[config.mk]
export PLATFORM = sky130hd
export DESIGN_NAME = card_flash_id_descramble
export DESIGN_NICKNAME = d
export VERILOG_FILES = /design/src/hw/rtl/cdfi_pkg.sv /design/src/hw/rtl/cdfi_mul.sv /design/src/hw/rtl/card_flash_id_descramble.sv
export VERILOG_INCLUDE_DIRS = /design/src /design/src/hw/rtl
export SDC_FILE = /design/constraint.sdc
export NUM_CORES = 2
export LEC_CHECK = 0
export BUFFER_PORTS_ARGS = -buffer_cell sky130_fd_sc_hd__buf_2
export CAP_MARGIN = 25
export CORE_MARGIN = 2
export CORE_UTILIZATION = 45
export CTS_BUF_LIST = sky130_fd_sc_hd__clkbuf_8
export CTS_CLUSTER_SIZE = 8
export DETAILED_ROUTE_END_ITERATION = 6
export GPL_ROUTABILITY_DRIVEN = 0
export PLACE_DENSITY = 0.66
export SLEW_MARGIN = 40
export SYNTH_ARGS = -nofsm -noshare
export SYNTH_HDL_FRONTEND = slang
export SYNTH_SLANG_ARGS = --single-unit
[constraint.sdc]
create_clock -name i_clk -period 8.6 [get_ports i_clk]
set_input_delay 1.72 -clock i_clk [delete_from_list [all_inputs] [get_ports i_clk]]
set_output_delay 1.72 -clock i_clk [all_outputs]
set_load 0.02 [all_outputs]
[src/hw/rtl/card_flash_id_descramble_assert.svh]
// ----------------------------------------------------------------------------
// card_flash_id_descramble_assert.svh
// Assertion macros shared by the descrambler RTL; empty under synthesis.
// ----------------------------------------------------------------------------
`ifndef CARD_FLASH_ID_DESCRAMBLE_ASSERT_SVH
`define CARD_FLASH_ID_DESCRAMBLE_ASSERT_SVH

`ifndef SYNTHESIS
`define CDFI_ASSERT_IMPL(label, ante, cons) \
    label: assert property (@(posedge i_clk) disable iff (!i_rst_n) (ante) |-> (cons)) \
        else $error("cdfi assertion failed");
`define CDFI_ASSERT_NEXT(label, ante, cons) \
    label: assert property (@(posedge i_clk) disable iff (!i_rst_n) (ante) |=> (cons)) \
        else $error("cdfi assertion failed");
`else
`define CDFI_ASSERT_IMPL(label, ante, cons)
`define CDFI_ASSERT_NEXT(label, ante, cons)
`endif

`endif

[src/hw/rtl/cdfi_pkg.sv]
// ----------------------------------------------------------------------------
// cdfi_pkg
// Types and constants of the card flash ID descrambler.
// ----------------------------------------------------------------------------
package cdfi_pkg;

    localparam int ID_BYTES = 12;
    localparam int ID_W     = ID_BYTES * 8;
    localparam int CNT_W    = $clog2(ID_BYTES);
    localparam int OPND_W   = 32;
    localparam int MUL_W    = 31;
    localparam int PROD_W   = OPND_W + MUL_W;
    localparam int X_W      = 64;
    localparam int SHIFT    = 16;
    localparam int MASK_W   = 15;

    localparam logic [MUL_W-1:0] LCG_MUL  = 31'h41c6_4e6d;
    localparam logic [15:0]      LCG_ADD  = 16'h3039;
    localparam logic [7:0]       CSUM_XOR = 8'hFF;

    localparam logic [1:0] SLOT_A = 2'd0;
    localparam logic [1:0] SLOT_B = 2'd1;

    typedef struct packed {
        logic [1:0]  slot;
        logic [63:0] scrambled_low;
        logic [31:0] scrambled_high;
        logic [63:0] seed;
    } t_req;

    typedef struct packed {
        logic        slot_out;
        logic [63:0] id_low;
        logic [31:0] id_high;
        logic [7:0]  id_checksum;
        logic        slot_error;
    } t_rsp;

    typedef struct packed {
        logic              en;
        logic [OPND_W-1:0] a;
    } t_mul_req;

endpackage

[src/hw/rtl/cdfi_mul.sv]
// ----------------------------------------------------------------------------
// cdfi_mul
// Shared 32 x 31 multiplier by the generator constant, registered output.
// ----------------------------------------------------------------------------
module cdfi_mul (
    input  logic                       i_clk,
    input  cdfi_pkg::t_mul_req         i_req,
    output logic [cdfi_pkg::PROD_W-1:0] o_p
);

    logic [cdfi_pkg::PROD_W-1:0] r_p;

    always_ff @(posedge i_clk) begin
        if (i_req.en) begin
            r_p <= cdfi_pkg::PROD_W'(i_req.a) * cdfi_pkg::PROD_W'(cdfi_pkg::LCG_MUL);
        end
    end

    assign o_p = r_p;

endmodule

[src/hw/rtl/card_flash_id_descramble.sv]
// ----------------------------------------------------------------------------
// card_flash_id_descramble
// Descrambles a twelve-byte card flash ID with an LCG keystream.
// 24 generator steps: low partial product, high partial product only when
// the state's upper word is nonzero, then sum. Words load in S_IDLE and the
// output register is written in S_DONE, which invalid slots reach directly.
// One word at a time; sync active-low reset clears sequencer and valid.
// ----------------------------------------------------------------------------
`include "card_flash_id_descramble_assert.svh"

module card_flash_id_descramble (
    input  logic             i_clk,
    input  logic             i_rst_n,
    input  logic             i_in_valid,
    output logic             o_in_stall,
    input  cdfi_pkg::t_req   i_in,
    output logic             o_out_valid,
    input  logic             i_out_stall,
    output cdfi_pkg::t_rsp   o_out
);

    typedef enum logic [2:0] {S_IDLE, S_LO, S_HI, S_SUM, S_DONE} t_state;

    t_state                        r_state, n_state;
    logic [cdfi_pkg::X_W-1:0]      r_x, n_x;
    logic [cdfi_pkg::ID_W-1:0]     r_data, n_data;
    logic [cdfi_pkg::ID_W-1:0]     r_id, n_id;
    logic [7:0]                    r_sum, n_sum;
    logic [cdfi_pkg::CNT_W-1:0]    r_cnt, n_cnt;
    logic                          r_step2, n_step2;
    logic                          r_hi, n_hi;
    logic                          r_slot, n_slot;
    logic                          r_err, n_err;
    logic [cdfi_pkg::PROD_W-1:0]   r_plo, n_plo;
    logic                          r_out_valid, n_out_valid;
    cdfi_pkg::t_rsp                r_out, n_out;

    cdfi_pkg::t_mul_req            mul_req;
    logic [cdfi_pkg::PROD_W-1:0]   mul_p;
    logic [cdfi_pkg::PROD_W-1:0]   plo;
    logic [cdfi_pkg::OPND_W-1:0]   phi;
    logic [cdfi_pkg::X_W-1:0]      x_full;
    logic [cdfi_pkg::X_W-cdfi_pkg::SHIFT-1:0] x_new;
    logic [7:0]                    plain;
    logic                          last_step;
    logic                          err_rsp_zero;

    cdfi_mul u_mul (
        .i_clk (i_clk),
        .i_req (mul_req),
        .o_p   (mul_p)
    );

    assign plo    = r_hi ? r_plo : mul_p;
    assign phi    = r_hi ? mul_p[cdfi_pkg::OPND_W-1:0] : '0;
    assign x_full = cdfi_pkg::X_W'(plo) + {phi, 32'b0} + cdfi_pkg::X_W'(cdfi_pkg::LCG_ADD);
    assign x_new  = x_full[cdfi_pkg::X_W-1:cdfi_pkg::SHIFT];
    assign plain  = r_data[7:0] - x_new[7:0];

    always_comb begin
        n_state     = r_state;
        n_x         = r_x;
        n_data      = r_data;
        n_id        = r_id;
        n_sum       = r_sum;
        n_cnt       = r_cnt;
        n_step2     = r_step2;
        n_hi        = r_hi;
        n_slot      = r_slot;
        n_err       = r_err;
        n_plo       = r_plo;
        n_out       = r_out;
        n_out_valid = r_out_valid && i_out_stall;
        mul_req.en  = 1'b0;
        mul_req.a   = r_x[cdfi_pkg::OPND_W-1:0];

        unique case (r_state)
            S_IDLE: begin
                if (i_in_valid) begin
                    n_data  = {i_in.scrambled_high, i_in.scrambled_low};
                    n_x     = i_in.seed;
                    n_cnt   = '0;
                    n_step2 = 1'b0;
                    n_sum   = '0;
                    n_slot  = i_in.slot[0];
                    if (i_in.slot != cdfi_pkg::SLOT_A && i_in.slot != cdfi_pkg::SLOT_B) begin
                        n_err   = 1'b1;
                        n_state = S_DONE;
                    end else begin
                        n_err   = 1'b0;
                        n_state = S_LO;
                    end
                end
            end
            S_LO: begin
                mul_req.en = 1'b1;
                n_hi       = (r_x[cdfi_pkg::X_W-1:cdfi_pkg::OPND_W] != '0);
                n_state    = n_hi ? S_HI : S_SUM;
            end
            S_HI: begin
                mul_req.en = 1'b1;
                mul_req.a  = r_x[cdfi_pkg::X_W-1:cdfi_pkg::OPND_W];
                n_plo      = mul_p;
                n_state    = S_SUM;
            end
            S_SUM: begin
                if (!r_step2) begin
                    n_id    = {plain, r_id[cdfi_pkg::ID_W-1:8]};
                    n_sum   = r_sum + plain;
                    n_data  = {8'b0, r_data[cdfi_pkg::ID_W-1:8]};
                    n_x     = cdfi_pkg::X_W'(x_new);
                    n_step2 = 1'b1;
                    n_state = S_LO;
                end else begin
                    n_x     = cdfi_pkg::X_W'(x_new[cdfi_pkg::MASK_W-1:0]);
                    n_step2 = 1'b0;
                    if (r_cnt == cdfi_pkg::CNT_W'(cdfi_pkg::ID_BYTES - 1)) begin
                        n_state = S_DONE;
                    end else begin
                        n_cnt   = r_cnt + 1'b1;
                        n_state = S_LO;
                    end
                end
            end
            S_DONE: begin
                if (!r_out_valid || !i_out_stall) begin
                    if (r_err) begin
                        n_out = '{slot_out: 1'b0, id_low: '0, id_high: '0,
                                  id_checksum: '0, slot_error: 1'b1};
                    end else begin
                        n_out = '{slot_out: r_slot, id_low: r_id[63:0],
                                  id_high: r_id[cdfi_pkg::ID_W-1:64],
                                  id_checksum: r_sum ^ cdfi_pkg::CSUM_XOR,
                                  slot_error: 1'b0};
                    end
                    n_out_valid = 1'b1;
                    n_state     = S_IDLE;
                end
            end
            default: n_state = S_IDLE;
        endcase
    end

    always_ff @(posedge i_clk) begin
        if (!i_rst_n) begin
            r_state     <= S_IDLE;
            r_out_valid <= 1'b0;
        end else begin
            r_state     <= n_state;
            r_out_valid <= n_out_valid;
            r_x         <= n_x;
            r_data      <= n_data;
            r_id        <= n_id;
            r_sum       <= n_sum;
            r_cnt       <= n_cnt;
            r_step2     <= n_step2;
            r_hi        <= n_hi;
            r_slot      <= n_slot;
            r_err       <= n_err;
            r_plo       <= n_plo;
            r_out       <= n_out;
        end
    end

    assign o_in_stall  = (r_state != S_IDLE);
    assign o_out_valid = r_out_valid;
    assign o_out       = r_out;

    assign last_step    = (r_state == S_SUM) && r_step2 &&
                          (r_cnt == cdfi_pkg::CNT_W'(cdfi_pkg::ID_BYTES - 1));
    assign err_rsp_zero = (o_out.id_low == '0) && (o_out.id_high == '0) &&
                          (o_out.id_checksum == '0) && !o_out.slot_out;

    `CDFI_ASSERT_NEXT(a_busy_after_accept, i_in_valid && !o_in_stall, o_in_stall)
    `CDFI_ASSERT_IMPL(a_hi_follows_lo, r_state == S_HI, $past(r_state) == S_LO)
    `CDFI_ASSERT_NEXT(a_last_step_done, last_step, r_state == S_DONE)
    `CDFI_ASSERT_IMPL(a_error_zero, o_out_valid && o_out.slot_error, err_rsp_zero)

endmodule

== Word level (Yosys, flattened, before mapping) ==
Index checks and enable logic that the tools add are counted.

* Register bits after elaboration: 508
* Bits of input ports: 166
* Output and inout port bits: 108
* Word-level logic and storage cells: 88

* $add $sub $neg: 5
* $mul: 1
* Eq/ne operators: 11
* Mux-type cells: 31
* Bitwise gates (word level): 2
* Reductions and logical operators: 20

{| class="wikitable"
|+ Operator list
! cell !! count
|-
| $mux 96 || 2
|-
| $pmux 96 s2 || 1
|-
| $pmux 64 s2 || 1
|-
| $add 63x64->64 || 1
|-
| $add 64x14->64 const B || 1
|-
| $mux 32 || 2
|-
| $mux 64 || 1
|-
| $mul 32x31->63 const B || 1
|-
| $mux 63 || 1
|-
| $mux 48 || 1
|-
| $reduce_bool 32->1 || 1
|-
| $mux 8 || 2
|-
| $pmux 8 s2 || 1
|-
| $mux 3 || 5
|-
| $pmux 3 s5 || 1
|-
| $mux 4 || 3
|-
| $reduce_and 3->1 || 4
|-
| $ne 2x2->1 const B || 5
|-
| $add 8x8->8 || 1
|-
| $mux 1 || 8
|-
| $not 8->8 || 1
|-
| $pmux 4 s2 || 1
|-
| $sub 8x8->8 || 1
|-
| $eq 3x2->1 const B || 2
|-
| 17 further kinds || 22
|}

== Depth between registers and ports, before layout ==
* Word-level depth: 7
* Mapped depth: 33
* Gate-level depth less buffers: 29

== By module ==
From an unflattened synthesis, not the netlist that was laid out.

* Cell total of the unflattened synthesis: 3387
* Area total of the unflattened synthesis: 38793.5 µm²

{| class="wikitable"
|+ By module, submodules not included
! module !! instances !! cells each !! area each (µm²) !! seq. area each (µm²)
|-
| card_flash_id_descramble || 1 || 1557 || 20021.7 || 13322.8
|-
| cdfi_mul || 1 || 1830 || 18771.8 || 1891.8
|}

== Worst setup path before layout ==
OpenSTA, ideal clock, no wires.

* Kind: reg2reg
* Start: reg r_state[0]
* End: reg u_mul.r_p (netlist bit u_mul.o_p[62]) (data pin)
* Setup time: 261 ps
* Arrival time: 8747 ps
* Data required time: 8339 ps
* Slack: -408 ps
* Cell stages (with the launch flop): 29
* Buffers on the path: 5
* Clock period less this slack: 9008 ps
* Cells stage by stage: dfxtp_1 > clkbuf_1 > nor3b_1 > clkbuf_1 > buf_2 > buf_2 > buf_1 > mux2i_1 > inv_1 > ha_1 > fa_1 > inv_1 > fa_1 > inv_1 > fa_1 > fa_1 > fa_1 > fa_1 > ha_1 > ha_1 > a21oi_1 > o21bai_1 > a21o_1 > a21oi_1 > o41ai_1 > a311o_1 > a31oi_1 > o21bai_1 > a311o_1

* Cells in the longest elaborated chain, start to end: 3

{| class="wikitable"
|+ RTL lines
! element !! line !! RTL
|-
| start: declaration || card_flash_id_descramble.sv:24 || <nowiki>t_state r_state, n_state;</nowiki>
|-
| start signal: assignment || card_flash_id_descramble.sv:149 || <nowiki>r_state <= n_state;</nowiki>
|-
| $eq 3x2->1 || card_flash_id_descramble.sv:77 || <nowiki>unique case (r_state)</nowiki>
|-
| $mux 32 || card_flash_id_descramble.sv:77 ||
|-
| $mul 32x31->63 || cdfi_mul.sv:15 || <nowiki>r_p <= cdfi_pkg::PROD_W'(i_req.a) * cdfi_pkg::PROD_W'(cdfi_pkg::LCG_MUL);</nowiki>
|-
| end signal: assignment || cdfi_mul.sv:15 ||
|-
| end: declaration || cdfi_mul.sv:11 || <nowiki>logic [cdfi_pkg::PROD_W-1:0] r_p;</nowiki>
|}

No other way between the ends.
A chain may end at the register's enable or synchronous reset.

== Worst setup path after layout ==
* Start: reg r_state[2]
* End: reg u_mul.r_p (netlist bit u_mul.o_p[53]) (data pin)

The elaborated chain is that of the path after synthesis.

==> out/metrics.cfg <==
[synth]
synthFlopType=edfxtp_1
synth.yosys.seq_area_share_pct=39.7
syn-num-nets=4258
syn_area_per_cell_um2=11.5
async_set_or_reset_flop_fraction_in_the_synthesized_netlist_pct=0
ys_warn_count=0
syn-instance-count=3345
post_synth_instance_area_um2=38400
ys_types=92
synth_seq_cells=508
synth_enable_flop_cells=504

[floorplanning]
start_util_pct=45.2
floorplan.die.width_um=296
fp.dieArea_um2=87600
die_height_um=296
io_pins=274
placementRows=107
core_um2=84900

[clocking]
cts_num_sinks=508
root_buffer=clkbuf_8
tritoncts=built
ctsHoldBuffers=0
worstSkewPairLatency_ns=0.69
cts_buffers=78
cts.path.max_buffers=3
cts.clk_slew.worst_paths_ns=0.06
cts.htree.levels=3

[grt]
first_pass_grt_wire_length_um=155000
groute.usage.overall_pct=23.8
grt_overflow_total=0
grt_pass1_vias=25600
number_of_antenna_violations_at_the_first_check_in_global_routing=7
grt_max_degree=114

[routing]
route.detailed.wl_per_inst_um=21.5
dr_total_vias=25700
wirelength_um=105000
postRouteAntennaNets=0
vias_per_cell=5.28
initialDrtViolationCount=2222
post-route-drc-count=0
dr.pass1.iters=6

[final_layout]
final_cell_mix=inv_1, edfxtp_1, ha_1, nand2_1, fa_1
finalNetCount=4595
final.fill_count=7560
leading_cell_type_in_the_layout_fill_and_taps_excluded=inv_1
area.growth.synth_to_final_pct=12.1
post_layout_nonfiller_instances=4867
layout-drive-gt1-share_pct=15.2

[timing]
timing.clock.skew_ns=0.0623
min_period_over_period_pct=96.1
setup_viol=0
fin_hold_ws_ns=0.405
timing.final.max_slew_violations=0
timing.max_slew.rel_slack_pct=43.3
post-route-min-period_ns=8.27
unrepaired_setup_endpoints_after_global_routing=true
fmaxAchievable_mhz=121
timing_worst_slew_pin_value_ns=0.851
finalHoldViolCount=0

[placed_design]
number_of_buffers_added_on_ports=273
count_of_placed_standard_cells_including_taps=4742
detailed_place_hpwl_um=83800

[critical_path]
crit_path_top_delay_cell=fa_1
critical-path-top-cell-by-count=fa_1
critical_path.max_stage_delay_ns=0.58
critical_path.startpoint_type=register
critPathKind=reg2reg
critPathArrivalTime_ns=8.69
cp-end-kind=register
worst-endpoint-required_ns=9.02
critPathMaxFanout=17

[flow_run]
cap_viol_max_count=0

[min_path]
min_path_type=reg2reg

[status]
outcome=finished clean

==> final cells by class <==
type,instances,area [µm²],area share [%]
flip-flops and latches,508,15200,35.4
clock buffers,79,1090,2.53
well taps,1144,1430,3.33
diodes,7,17.5,0.0407
clock inverters,35,264,0.614
inverters,542,2030,4.73
repair buffers,347,1980,4.60
multi-input cells,2205,21000,48.8
==> cells in the mapped netlist, drive strengths merged (39+ instances only) <==
library cell,count,area [µm²]
xor2,51,447
inv,540,2030
a21o,57,428
a21oi,104,543
mux2,54,608
xnor2,86,761
fa,332,6650
clkbuf,72,272
nor2,98,368
ha,415,5190
nand3,39,200
nand2,397,1500
o21ai,93,473
and2,73,459
nor2b,113,707
edfxtp,504,15100
==> worst paths after layout <==
| kind | depth (start not counted) | start | slack, ns | end |
|---|---|---|---|---|
| min | 0 | u_mul.o_p[40] | 0.41 | r_plo[40] |
| max reg2reg | 29 | r_state[2] | 0.33 | u_mul.o_p[53] |
| max | 29 | r_state[2] | 0.33 | u_mul.o_p[53] |
| min reg2reg | 0 | u_mul.o_p[40] | 0.41 | r_plo[40] |
==> metal layers <==
layer / track usage [%] / part of all wire, % / vias to the layer above / routed length, µm
li1: - / - / 11900 / -
met3: 4.30 / 7.4 / 222 / 7760
met2: 38.2 / 46 / 988 / 48500
met1: 32.4 / 43 / 12600 / 44600
met4: 8.67 / 3.7 / 4 / 3910
met5: 0 / 0.026 / - / 27
==> worst max-delay path: cells and delay by family (launching register included) <==
kind	cells	cell delay (ns)
muxes	1	0.50
AOI/OAI and AO/OA	5	1.07
and+or+nand+nor	4	0.65
DFF	1	0.33
adders and majority gates	9	4.10
buffers and inverters	8	1.13
xor gates and xnor gates	2	0.25
==> flip-flops by register name, indices dropped and copies added (netlist names) <==
register	count
r_cnt	4
r_state	3
r_id	96
r_hi	1
u_mul.o_p	63
r_sum	8
o_out	106
r_data	96
r_plo	63
r_slot	1
r_x	64
o_out_valid	1
r_step2	1
r_err	1
==> cells by family after synthesis <==
kind of cell | share of synthesized area (%)
AOI/OAI and AO/OA | 6.97
xor gates and xnor gates | 3.21
adders and majority gates | 30.9
muxes | 2.37
DFF | 39.7
and+or+nand+nor | 10.7
buffers and inverters | 6.25
==> through the flow <==
stage / instance area (µm²) / utilization [%] / TNS [ns] / setup slack [ns]
after floorplan: 38400 / - / 0 / 0.00884
after global placement: 41400 / 48.8 / 0 / 0.148
after detailed placement: 41400 / 48.8 / 0 / 0.0574
after CTS: 42800 / 50.4 / 0 / 0.0470
after global routing: 43000 / 50.6 / -0.0164 / -0.0164
final: 43000 / 50.6 / 0 / 0.331
==> repair_timing <==
action / CTS / global route
endpoints found under the setup margin: 0 / 15
setup buffers: 0 / 3
gates resized for setup: 0 / 31
Power is not shown: default switching activity piles up to over one toggle a cycle in this logic, so the estimate is an artifact.
